`src/design/lcd4_pkg.sv`:
```
// Shared types, constants and the pin program table for the 4-bit LCD write sequencer.
package lcd4_pkg;

    // Timer ticks per microsecond
    localparam int TICKS_PER_US = 1;

    // Strobe timing in microseconds
    localparam int EN_HIGH_US = 3;
    localparam int EN_LOW_US  = 50;
    localparam int STROBE_US  = EN_HIGH_US + EN_LOW_US;

    // Longest single operation (power-up wait)
    localparam int MAX_US = 20000;
    localparam int US_W   = $clog2(MAX_US + 1);
    localparam int CNT_W  = $clog2(MAX_US * TICKS_PER_US + 1);

    // Longest program is 16 operations
    localparam int PHASE_W = 4;

    // Command codes on the input word
    typedef enum logic [2:0] {
        CMD_TICK   = 3'd0,
        CMD_INSTR  = 3'd1,
        CMD_CHAR   = 3'd2,
        CMD_CURSOR = 3'd3,
        CMD_CLEAR  = 3'd4,
        CMD_INIT   = 3'd5
    } cmd_t;

    // Program being run
    typedef enum logic [2:0] {
        PROG_INSTR,
        PROG_CHAR,
        PROG_CURSOR,
        PROG_CLEAR,
        PROG_INIT
    } prog_t;

    // Operation kinds
    typedef enum logic [1:0] {
        OP_HOLD,
        OP_SETNIB,
        OP_STROBE
    } op_kind_t;

    typedef struct packed {
        op_kind_t          kind;
        logic [3:0]        nib;
        logic              rs;
        logic [US_W-1:0]   us;
        logic              last;
    } op_t;

    // Per-tick pin result from the sequencer core
    typedef struct packed {
        logic       rs;
        logic       en;
        logic [3:0] nibble;
        logic       busy;
        logic       rejected;
    } lcd4_res_t;

    // DDRAM base address of each display row
    function automatic logic [7:0] row_base(input logic [1:0] row);
        logic [7:0] base;
        unique case (row)
            2'd0:    base = 8'h80;
            2'd1:    base = 8'hC0;
            2'd2:    base = 8'h94;
            default: base = 8'hD4;
        endcase
        return base;
    endfunction

    function automatic op_t make_op(input op_kind_t kind, input logic [3:0] nib,
                                    input logic rs, input int us, input logic last);
        op_t op;
        op.kind = kind;
        op.nib  = nib;
        op.rs   = rs;
        op.us   = US_W'(us);
        op.last = last;
        return op;
    endfunction

    function automatic op_t hold_op(input int us, input logic last);
        return make_op(OP_HOLD, 4'h0, 1'b0, us, last);
    endfunction

    function automatic op_t strobe_op(input logic [3:0] nib, input logic rs, input logic last);
        return make_op(OP_STROBE, nib, rs, STROBE_US, last);
    endfunction

    // Operation at a given step of a program
    function automatic op_t op_lookup(input prog_t prog, input logic [PHASE_W-1:0] phase,
                                      input logic [7:0] pbyte);
        op_t op;
        op = hold_op(1, 1'b1);
        unique case (prog)
            PROG_INSTR, PROG_CHAR:
            begin
                if (phase == PHASE_W'(0))
                    op = strobe_op(pbyte[7:4], prog == PROG_CHAR, 1'b0);
                else
                    op = strobe_op(pbyte[3:0], prog == PROG_CHAR, 1'b1);
            end
            PROG_CURSOR:
            begin
                case (phase)
                    PHASE_W'(0): op = hold_op(300, 1'b0);
                    PHASE_W'(1): op = strobe_op(pbyte[7:4], 1'b0, 1'b0);
                    PHASE_W'(2): op = strobe_op(pbyte[3:0], 1'b0, 1'b0);
                    default:     op = hold_op(50, 1'b1);
                endcase
            end
            PROG_CLEAR:
            begin
                case (phase)
                    PHASE_W'(0): op = strobe_op(4'h0, 1'b0, 1'b0);
                    PHASE_W'(1): op = strobe_op(4'h1, 1'b0, 1'b0);
                    default:     op = hold_op(10000, 1'b1);
                endcase
            end
            default:
            begin
                case (phase)
                    PHASE_W'(0):  op = make_op(OP_SETNIB, 4'h0, 1'b0, 20000, 1'b0);
                    PHASE_W'(1):  op = strobe_op(4'h3, 1'b0, 1'b0);
                    PHASE_W'(2):  op = hold_op(5000, 1'b0);
                    PHASE_W'(3):  op = strobe_op(4'h3, 1'b0, 1'b0);
                    PHASE_W'(4):  op = hold_op(100, 1'b0);
                    PHASE_W'(5):  op = strobe_op(4'h3, 1'b0, 1'b0);
                    PHASE_W'(6):  op = strobe_op(4'h2, 1'b0, 1'b0);
                    PHASE_W'(7):  op = strobe_op(4'h2, 1'b0, 1'b0);
                    PHASE_W'(8):  op = strobe_op(4'h8, 1'b0, 1'b0);
                    PHASE_W'(9):  op = strobe_op(4'h0, 1'b0, 1'b0);
                    PHASE_W'(10): op = strobe_op(4'hC, 1'b0, 1'b0);
                    PHASE_W'(11): op = strobe_op(4'h0, 1'b0, 1'b0);
                    PHASE_W'(12): op = strobe_op(4'h6, 1'b0, 1'b0);
                    PHASE_W'(13): op = strobe_op(4'h0, 1'b0, 1'b0);
                    PHASE_W'(14): op = strobe_op(4'h1, 1'b0, 1'b0);
                    default:      op = hold_op(10000, 1'b1);
                endcase
            end
        endcase
        return op;
    endfunction

    // Index of the final operation of each program
    function automatic logic [PHASE_W-1:0] last_phase(input prog_t prog);
        logic [PHASE_W-1:0] idx;
        unique case (prog)
            PROG_INSTR, PROG_CHAR: idx = PHASE_W'(1);
            PROG_CURSOR:           idx = PHASE_W'(3);
            PROG_CLEAR:            idx = PHASE_W'(2);
            default:               idx = PHASE_W'(15);
        endcase
        return idx;
    endfunction

endpackage

```
`src/design/lcd4_seq_core.sv`:
```
// Sequencer state and per-tick pin logic for the 4-bit LCD write sequencer.
module lcd4_seq_core
    import lcd4_pkg::*;
(
    input  logic       clk,
    input  logic       rst_n,
    input  logic       step,
    input  logic [2:0] cmd,
    input  logic [7:0] value,
    input  logic [5:0] column,
    input  logic [1:0] row,
    output lcd4_res_t  res
);

    logic               busy_reg,    busy_next;
    prog_t              prog_reg,    prog_next;
    logic [PHASE_W-1:0] phase_reg,   phase_next;
    logic [CNT_W-1:0]   elapsed_reg, elapsed_next;
    logic [7:0]         byte_reg,    byte_next;
    logic [3:0]         nibble_reg,  nibble_next;

    logic               req;
    logic               start;
    prog_t              prog_cur;
    logic [PHASE_W-1:0] phase_cur;
    logic [CNT_W-1:0]   elapsed_cur;
    logic [7:0]         byte_cur;
    op_t                op;
    logic [CNT_W-1:0]   total;
    logic               op_done;

    // Request decode
    always_comb
    begin
        req      = 1'b0;
        prog_cur = prog_reg;
        byte_cur = byte_reg;
        unique case (cmd)
            CMD_INSTR:
            begin
                req      = 1'b1;
                prog_cur = PROG_INSTR;
                byte_cur = value;
            end
            CMD_CHAR:
            begin
                req      = 1'b1;
                prog_cur = PROG_CHAR;
                byte_cur = value;
            end
            CMD_CURSOR:
            begin
                req      = 1'b1;
                prog_cur = PROG_CURSOR;
                byte_cur = row_base(row) + {2'b00, column};
            end
            CMD_CLEAR:
            begin
                req      = 1'b1;
                prog_cur = PROG_CLEAR;
                byte_cur = 8'h01;
            end
            CMD_INIT:
            begin
                req      = 1'b1;
                prog_cur = PROG_INIT;
                byte_cur = 8'h01;
            end
            default:
            begin
                req = 1'b0;
            end
        endcase
        start = req && !busy_reg;
        if (!start)
        begin
            prog_cur = prog_reg;
            byte_cur = byte_reg;
        end
    end

    // Current operation; a starting program runs its first tick at once
    assign phase_cur   = start ? '0 : phase_reg;
    assign elapsed_cur = start ? '0 : elapsed_reg;
    assign op          = op_lookup(prog_cur, phase_cur, byte_cur);
    assign total       = CNT_W'(op.us * TICKS_PER_US);
    assign op_done     = (elapsed_cur == total - CNT_W'(1));

    // Pin levels and next state
    always_comb
    begin
        busy_next    = busy_reg;
        prog_next    = prog_cur;
        phase_next   = phase_cur;
        elapsed_next = elapsed_cur;
        byte_next    = byte_cur;
        nibble_next  = nibble_reg;
        res.rs       = 1'b0;
        res.en       = 1'b0;
        res.busy     = 1'b0;
        res.rejected = req && busy_reg;
        if (busy_reg || start)
        begin
            res.busy = 1'b1;
            res.rs   = op.rs;
            if (op.kind != OP_HOLD)
                nibble_next = op.nib;
            if (op.kind == OP_STROBE)
                res.en = (elapsed_cur < CNT_W'(EN_HIGH_US * TICKS_PER_US));
            if (op_done)
            begin
                elapsed_next = '0;
                if (op.last)
                begin
                    busy_next  = 1'b0;
                    phase_next = '0;
                end
                else
                begin
                    busy_next  = 1'b1;
                    phase_next = phase_cur + PHASE_W'(1);
                end
            end
            else
            begin
                busy_next    = 1'b1;
                elapsed_next = elapsed_cur + CNT_W'(1);
            end
        end
        res.nibble = nibble_next;
    end

    // State registers advance once per accepted tick
    always_ff @(posedge clk or negedge rst_n)
    begin
        if (!rst_n)
        begin
            busy_reg    <= 1'b0;
            prog_reg    <= PROG_INSTR;
            phase_reg   <= '0;
            elapsed_reg <= '0;
            byte_reg    <= '0;
            nibble_reg  <= '0;
        end
        else if (step)
        begin
            busy_reg    <= busy_next;
            prog_reg    <= prog_next;
            phase_reg   <= phase_next;
            elapsed_reg <= elapsed_next;
            byte_reg    <= byte_next;
            nibble_reg  <= nibble_next;
        end
    end

`ifndef ASSERT_OFF
    // A running program never steps past its last operation
    a_phase_bound: assert property (@(posedge clk) disable iff (!rst_n)
        busy_reg |-> (phase_reg <= last_phase(prog_reg)))
        else $error("phase past end of program");

    // Elapsed count stays inside the current operation
    a_elapsed_bound: assert property (@(posedge clk) disable iff (!rst_n)
        busy_reg |-> (elapsed_reg < total))
        else $error("elapsed count overran operation");

    // Strobe only while a program runs; a rejected request never starts one
    a_en_busy: assert property (@(posedge clk) disable iff (!rst_n)
        res.en |-> res.busy)
        else $error("enable strobe while idle");

    // A rejected request leaves the running program untouched
    a_reject_keeps: assert property (@(posedge clk) disable iff (!rst_n)
        (step && res.rejected) |=> (prog_reg == $past(prog_reg)
                                    && byte_reg == $past(byte_reg)))
        else $error("rejected request changed program");

    // Without an accepted tick the sequencer holds still
    a_hold_stalled: assert property (@(posedge clk) disable iff (!rst_n)
        !step |=> ($stable(elapsed_reg) && $stable(phase_reg) && $stable(busy_reg)))
        else $error("sequencer advanced without a tick");
`endif

endmodule

```
`src/design/lcd_4bit_write_sequencer_unit.sv`:
```
// Top level of the 4-bit character LCD write sequencer: handshake and result register.
//
// Usage:
//   Each input word is one timer tick (TICKS_PER_US ticks per microsecond) and may
//   carry a request in cmd: instruction byte, character byte, set cursor
//   (row/column), clear, or power-up init. An idle sequencer starts the request's
//   pin program on the same tick; a request arriving while a program runs is
//   dropped and flagged by rejected on that tick's result word.
//   Every accepted input word yields exactly one result word with the pin levels
//   (pin_rs, pin_rw, pin_en, pin_nibble) and busy_res for that tick.
// Latency and throughput:
//   One result register: a result word is offered in the cycle after its input
//   word is accepted. One input word per cycle is taken while the result register is
//   empty or being drained, so the sustained rate is one word per cycle.
// Reset:
//   rst_n clears the sequencer to idle and the result register empty; the result payload is not reset.
// Stall:
//   While out_ready is low with a result waiting, in_ready drops and the sequencer
//   does not advance; the pin timing counts accepted ticks only.
module lcd_4bit_write_sequencer_unit
    import lcd4_pkg::*;
(
    input  logic       clk,
    input  logic       rst_n,
    input  logic       in_valid,
    output logic       in_ready,
    input  logic [2:0] cmd,
    input  logic [7:0] value,
    input  logic [5:0] column,
    input  logic [1:0] row,
    output logic       out_valid,
    input  logic       out_ready,
    output logic       pin_rs,
    output logic       pin_rw,
    output logic       pin_en,
    output logic [3:0] pin_nibble,
    output logic       busy_res,
    output logic       rejected
);

    logic      step;
    lcd4_res_t res;
    lcd4_res_t res_reg;
    logic      out_valid_reg, out_valid_next;

    // Accept a tick whenever the result register is free or draining
    assign in_ready = !out_valid_reg || out_ready;
    assign step     = in_valid && in_ready;

    lcd4_seq_core u_core (
        .clk    (clk),
        .rst_n  (rst_n),
        .step   (step),
        .cmd    (cmd),
        .value  (value),
        .column (column),
        .row    (row),
        .res    (res)
    );

    // Result register valid
    always_comb
    begin
        out_valid_next = out_valid_reg;
        if (step)
            out_valid_next = 1'b1;
        else if (out_ready)
            out_valid_next = 1'b0;
    end

    always_ff @(posedge clk or negedge rst_n)
    begin
        if (!rst_n)
            out_valid_reg <= 1'b0;
        else
            out_valid_reg <= out_valid_next;
    end

    // Result payload
    always_ff @(posedge clk)
    begin
        if (step)
            res_reg <= res;
    end

    assign out_valid  = out_valid_reg;
    assign pin_rs     = res_reg.rs;
    assign pin_rw     = 1'b0;
    assign pin_en     = res_reg.en;
    assign pin_nibble = res_reg.nibble;
    assign busy_res   = res_reg.busy;
    assign rejected   = res_reg.rejected;

`ifndef ASSERT_OFF
    // An unaccepted result word stays offered
    a_out_hold: assert property (@(posedge clk) disable iff (!rst_n)
        (out_valid_reg && !out_ready) |=> out_valid_reg)
        else $error("result word dropped before taken");

    // Input is taken only when the result register can hold the new word
    a_no_overwrite: assert property (@(posedge clk) disable iff (!rst_n)
        step |-> (!out_valid_reg || out_ready))
        else $error("result register overwritten");

    // Every accepted tick produces a result word next cycle
    a_result_follows: assert property (@(posedge clk) disable iff (!rst_n)
        step |=> out_valid_reg)
        else $error("accepted tick without result");
`endif

endmodule

```
`config.mk`:
```
export PLATFORM = sky130hd
export DESIGN_NAME = lcd_4bit_write_sequencer_unit
export DESIGN_NICKNAME = d
export VERILOG_FILES = /design/src/design/lcd4_pkg.sv /design/src/design/lcd4_seq_core.sv /design/src/design/lcd_4bit_write_sequencer_unit.sv
export SDC_FILE = /design/constraint.sdc
export NUM_CORES = 1
export LEC_CHECK = 0
export ABC_AREA = 1
export BUFFER_PORTS_ARGS = -buffer_cell sky130_fd_sc_hd__buf_2
export CAP_MARGIN = 20
export CORE_MARGIN = 2
export CORE_UTILIZATION = 35
export DETAILED_ROUTE_END_ITERATION = 6
export GPL_ROUTABILITY_DRIVEN = 0
export GPL_TIMING_DRIVEN = 1
export PLACE_DENSITY_LB_ADDON = 0.1
export SETUP_SLACK_MARGIN = 0.05
export SLEW_MARGIN = 15
export SYNTH_ARGS = -nofsm -noshare
export SYNTH_HDL_FRONTEND = slang
export SYNTH_SLANG_ARGS = --single-unit
```
`constraint.sdc`:
```
create_clock -name clk -period 3.55 [get_ports clk]
set_input_delay 0.1775 -clock clk [delete_from_list [all_inputs] [get_ports clk]]
set_output_delay 0.1775 -clock clk [all_outputs]
set_load 0.02 [all_outputs]
```
Word-level counts from Yosys, hierarchy flattened

Memories as Yosys holds them, arrays and structs flattened.
Index checks and enable logic that the tools add are counted.

Register bits: 44
Memory bits (read-only): 336
Input bits: 23
Output and inout bits: 11
Word-level logic and storage cells: 75
Memories: 1

Add/subtract/negate cells: 4
Magnitude comparators: 1
Eq/ne operators: 14
Multiplexer cells: 25
Reductions and logical operators: 18

Memory list:

| memory          | depth | width | read ports | clocked after memory_dff | wr ports | RTL line        | text |
|---|---|---|---|---|---|---|---|
| (no name shown) | 16    | 21    | 1          | 0                        | 0        | lcd4_pkg.sv:126 | `case (phase)` |

Operator list:

| operator              | count |
|---|---|
| $pmux 23 s3           | 2 |
| $pmux 23 s2           | 1 |
| $mux 15               | 3 |
| $mux 4                | 6 |
| $pmux 8 s3            | 1 |
| $mux 21               | 1 |
| $pmux 7 s3            | 1 |
| $mux 8                | 2 |
| $add 15x1->15 const B | 1 |
| $eq 15x15->1          | 1 |
| $lt 15x2->1 const B   | 1 |
| $pmux 3 s5            | 1 |
| $sub 15x1->15 const B | 1 |
| $eq 3x2->1 const B    | 4 |
| $add 8x6->8           | 1 |
| $eq 3x1->1 const B    | 2 |
| $eq 3x3->1 const B    | 2 |
| $mux 1                | 6 |
| $reduce_or 2->1       | 3 |
| $reduce_or 5->1       | 1 |
| $add 4x1->4 const B   | 1 |
| $eq 2x2->1 const B    | 2 |
| $eq 4x1->1 const B    | 1 |
| $eq 4x2->1 const B    | 1 |
| other kinds (10)      | 16 |

Longest topological paths before layout

Word-level depth: 12
Depth in mapped cells: 32
Mapped depth without buffers: 30

Modules after synthesis

Synthesis repeated with hierarchy kept, for this count alone.

Cells, all modules: 537
Area, all modules: 3628.5 um^2

Modules (own cells, without submodules):

| module                        | times used | cells each | area an instance (um^2) | sequential area each (um^2) |
|---|---|---|---|---|
| lcd4_seq_core                 | 1          | 521        | 3331.9                  | 875.8 |
| lcd_4bit_write_sequencer_unit | 1          | 16         | 296.5                   | 265.3 |

Least setup slack after synthesis

OpenSTA, ideal clock, no wires.

Path kind: reg2reg
Start point: register u_core.busy_reg
End point: register u_core.elapsed_reg[10]
Library setup time: 142 ps
Arrival time: 3279 ps
Data required time: 3408 ps
Setup slack: 129 ps
Cell stages (with the launch flop): 28
Buffers on the path: 3
Period minus slack after synthesis: 3421 ps
Cells stage by stage: dfrtp_1 -> inv_1 -> nand2_4 -> buf_12 -> buf_2 -> nand2_1 -> inv_1 -> ha_1 -> ha_1 -> inv_1 -> nand2_4 -> nand2_2 -> inv_2 -> nand2_1 -> nand3_2 -> ha_1 -> inv_1 -> xor2_1 -> nand4_1 -> nand2_1 -> inv_1 -> nor2_2 -> nand3_2 -> nor2_2 -> nand4_4 -> buf_6 -> nand4_1 -> o21ai_1

Longest elaborated chain between the ends: 10
Elaborated cells between the ends (all ways): 23
Those cells by class: add/sub: 2; eq/ne: 6; mux: 8; reduce/logical: 6; memory: 1

RTL lines:

| item                                                  | RTL line             | text |
|---|---|---|
| start: declaration                                    | lcd4_seq_core.sv:15  | `logic busy_reg, busy_next;` |
| start signal: assignment                              | lcd4_seq_core.sv:147 | `busy_reg <= busy_next;` |
| branches (longest 9 deep; another with $mem_v2 16x21) | n/a                  |  |
| $mux 15 *                                             | lcd4_seq_core.sv:102 | `if (busy_reg \|\| start)` |
| end signal: assignment                                | lcd4_seq_core.sv:150 | `elapsed_reg <= elapsed_next;` |
| end: declaration                                      | lcd4_seq_core.sv:18  | `logic [CNT_W-1:0] elapsed_reg, elapsed_next;` |

Mark *: on every way between the ends.
A chain may end at the register's enable or synchronous reset.

Final worst setup path

Start point: register u_core.busy_reg
End point: register u_core.elapsed_reg[9]

Same word-level chain as after synthesis.

==> parameters.txt <==
Parameter                              Value

Run status
  Status    complete, but fails checks
  Violations in the final reports    hold timing

Layout
  Layout Cells excl Fill    725
  Final design area excluding fillers    0.00427 mm2
  Relative area change from synthesis to final layout    12.3%
  Share of cells above drive strength 1    19.8%
  Commonest cells after routing, fill and taps aside    nand2_1, inv_1, o21ai_0
  # diodes    0
  Nets@finish    around 600
  Most common library cell in the layout ignoring fill and taps    nand2_1
  Largest register FFs    15

Clock network
  CTS H-tree depth    2
  Clock latency on the worst-skew pair    0.31 ns
  TritonCTS Buffers    5
  Clk slew on worst S/H paths    0.10 ns
  Clk sink count    44
  Clk root buf    clkbuf_8
  TritonCTS clock tree    yes
  Clock Path Buffers    2

Floorplan
  Chip Width    108 um
  Cell Rows    38
  Effective utilization at floorplan    35.6%
  Y dimension of the die    108 um
  Num ports    34
  DIE AREA    0.0117 mm2
  Core Area    0.0107 mm2

Worst setup path
  Peak per-stage delay on the critical path    0.43 ns
  Critical Path Sink Type    flop
  Required time at the endpoint of the critical path    roughly 3.7 ns
  Buf/Inv on CP    8
  Reg2reg end    u_core.elapsed_reg[9]
  Crit path launch type    flop
  FF-to-FF Start    u_core.busy_reg
  Top Family by Delay on Critical Path    simple AND/OR/NAND/NOR gates
  Largest fanout on the critical path    8
  Critical Path AT    3.35 ns
  Crit Path Class    reg2reg
  Reg2reg path depth    25
  CP max stage cell    dfrtp_1
  Setup slack on the worst flop-to-flop path    between 0.3 and 0.4 ns

Routing
  Antenna Nets Post-Route    0
  Final routed DRC violation total    0
  First-pass iteration count of the detailed router    4
  Detailed-route wire length per cell    14.5 um
  Total Wirelength    roughly 11000 um
  Total vias in the final route    3650
  Post-detailed-route via-to-cell ratio    5.03
  Iteration-0 DRC count of the detailed router    ~210

Timing
  Unrepaired setup endpoints after global routing    false
  Maximum clock frequency    0.314 GHz
  Final period demand of the worst path    approximately 3.2 ns
  Final setup viols    0
  Final hold vios    36
  Pin slew with the least headroom to its limit    between 0.8 and 0.9 ns
  Post-Route Hold Slack    -0.0305 ns
  Share of the cycle needed by the critical path after routing    89.7%
  Number of slew-limit violations in the final report    0
  TNS Setup    0 ns
  Worst clock skew on the final layout    0.00509 ns
  Worst slew slack as a fraction of its limit    between 40% and 50%

Global routing
  Residual overflow from global routing    0
  Maximum number of pins on one net before global-route repair    61
  Busiest layer in global routing    met2
  Wire length of the first global-routing pass    approximately 17000 um
  Total Routing Usage GR    19.0%
  Global routing met2 resource utilization    30.5%
  Initial antenna violation count    0
  Global-route met1 utilization    27.3%
  Met3 track demand over resource in global routing    2.41%
  Vias in the first global route    roughly 3400

Synthesis
  Flip-flop and latch count after synthesis    44
  Post-synthesis instance total    548
  Syn_nets    581
  Number of flops mapped to enable cells by yosys    8
  Async set-or-reset flop fraction in the synthesized netlist    81.8%
  Synth cell types    51
  Synthesized-area fraction occupied by adder cells    3.29%
  Sequential-to-total area share from yosys stat    a little under a third
  Simple-gate area share of the yosys netlist    40.3%
  Compound-gate portion of the synthesized area    13.0%
  Average size of a mapped cell    6.94 um2
  Fraction of synthesized area in multiplexers    0%
  Xor and xnor fraction of the mapped netlist area    2.53%
  Dominant combinational cell family by area after synthesis    simple AND/OR/NAND/NOR gates
  Cell area after synthesis    around 0.0038 mm2
  Warnings, synthesis    0
  Primary flip-flop cell chosen by synthesis mapping    dfrtp_1

Power and ir drop
  Power density cells    470 mW/mm2
  Leak    2.03 nW
  Peak ir drop on the vdd network    0.174 mV

Flow run
  Maximum capacitance violations    0

Placed design
  Total placed instance area    0.00410 mm2
  HPWL after detailed placement    8180 um
  Number of port buffers    32
  Dpl cells    714

Hold path
  Min-Delay Path Class    in2async
## timing repair
action | CTS | global route
hold endpoints to repair | 0 | 0
hold buffers | 0 | 0
buffers inserted | 0 | 3
resized for setup | 0 | 7
endpoints found under the setup margin | 0 | 17
## per-layer routing
metal  wire (um)  share of wire, %  up-vias
met5           0                 0        -
met4         127               1.2        0
met3         255               2.4       10
met2        4780                45       65
met1        5390                51     1695
li1            -                 -     1880
## kinds of logic after synthesis
group,after synthesis
other cells,1
xor+xnor,11
flops,44
simple gates,302
fa+ha+maj,10
compound gates,85
buf+inv,95
## worst max-delay path by stage
stage	slack, ns	end	start	depth (start not counted)
after floorplan	0.13	u_core.elapsed_reg[10]	u_core.busy_reg	27
after global placement	0.18	u_core.elapsed_reg[11]	cmd[2]	27
after detailed placement	0.02	u_core.elapsed_reg[9]	cmd[2]	27
after CTS	0.10	u_core.elapsed_reg[9]	u_core.busy_reg	24
after global routing	0.06	u_core.elapsed_reg[9]	u_core.busy_reg	25
final	0.37	u_core.elapsed_reg[9]	u_core.busy_reg	25
## synth_stat cells, types with 3 or more instances
cell | instances | share of area [%]
o21ai_0 | 42 | 5.5
xor2_1 | 8 | 1.8
nand3_2 | 12 | 3.2
nand2_2 | 9 | 1.5
clkbuf_1 | 7 | 0.69
nor3_1 | 9 | 1.2
buf_6 | 3 | 0.89
ha_1 | 10 | 3.3
nand2_4 | 9 | 2.7
o21ai_1 | 10 | 1.3
inv_1 | 71 | 7.0
xnor2_1 | 3 | 0.69
nand2_1 | 140 | 14
o21ai_2 | 3 | 0.69
a31oi_1 | 3 | 0.49
nand3_1 | 36 | 4.7
inv_2 | 5 | 0.49
nand4_1 | 24 | 3.9
edfxtp_1 | 8 | 6.3
dfrtp_1 | 36 | 24
a21oi_1 | 12 | 1.6
buf_2 | 3 | 0.39
nor2_1 | 41 | 4.0
nor2_2 | 10 | 1.6
## cell type report
class                      instances  area [um2]
tap                              140         175
inverter                          80         310
clock buffer                       5        68.8
fill                            1141        6430
multi-input combinational        409        2270
timing repair buffer              44         267
sequential                        44        1140
clock inverter                     3        42.5
## power by group
part           internal [W]  leakage [nW]  total, W  switching [W]
Clock              0.000209        0.0541  0.000410       0.000201
Combinational      0.000305          1.43  0.000938       0.000633
Sequential         0.000617         0.553  0.000657      0.0000402
## metrics by stage
stage          power [W]  hold WS [ns]  worst slack [ns]  util [%]
2_1_floorplan    0.00136        -0.118             0.129         -
3_3_place_gp     0.00158         0.357             0.184      38.4
3_5_place_dp     0.00159         0.359            0.0230      38.4
4_1_cts          0.00200        0.0159             0.103      39.4
5_1_grt          0.00216        0.0492            0.0578      39.9
6_report         0.00201       -0.0305             0.366      39.9
Power figures use the tool's default switching activity.
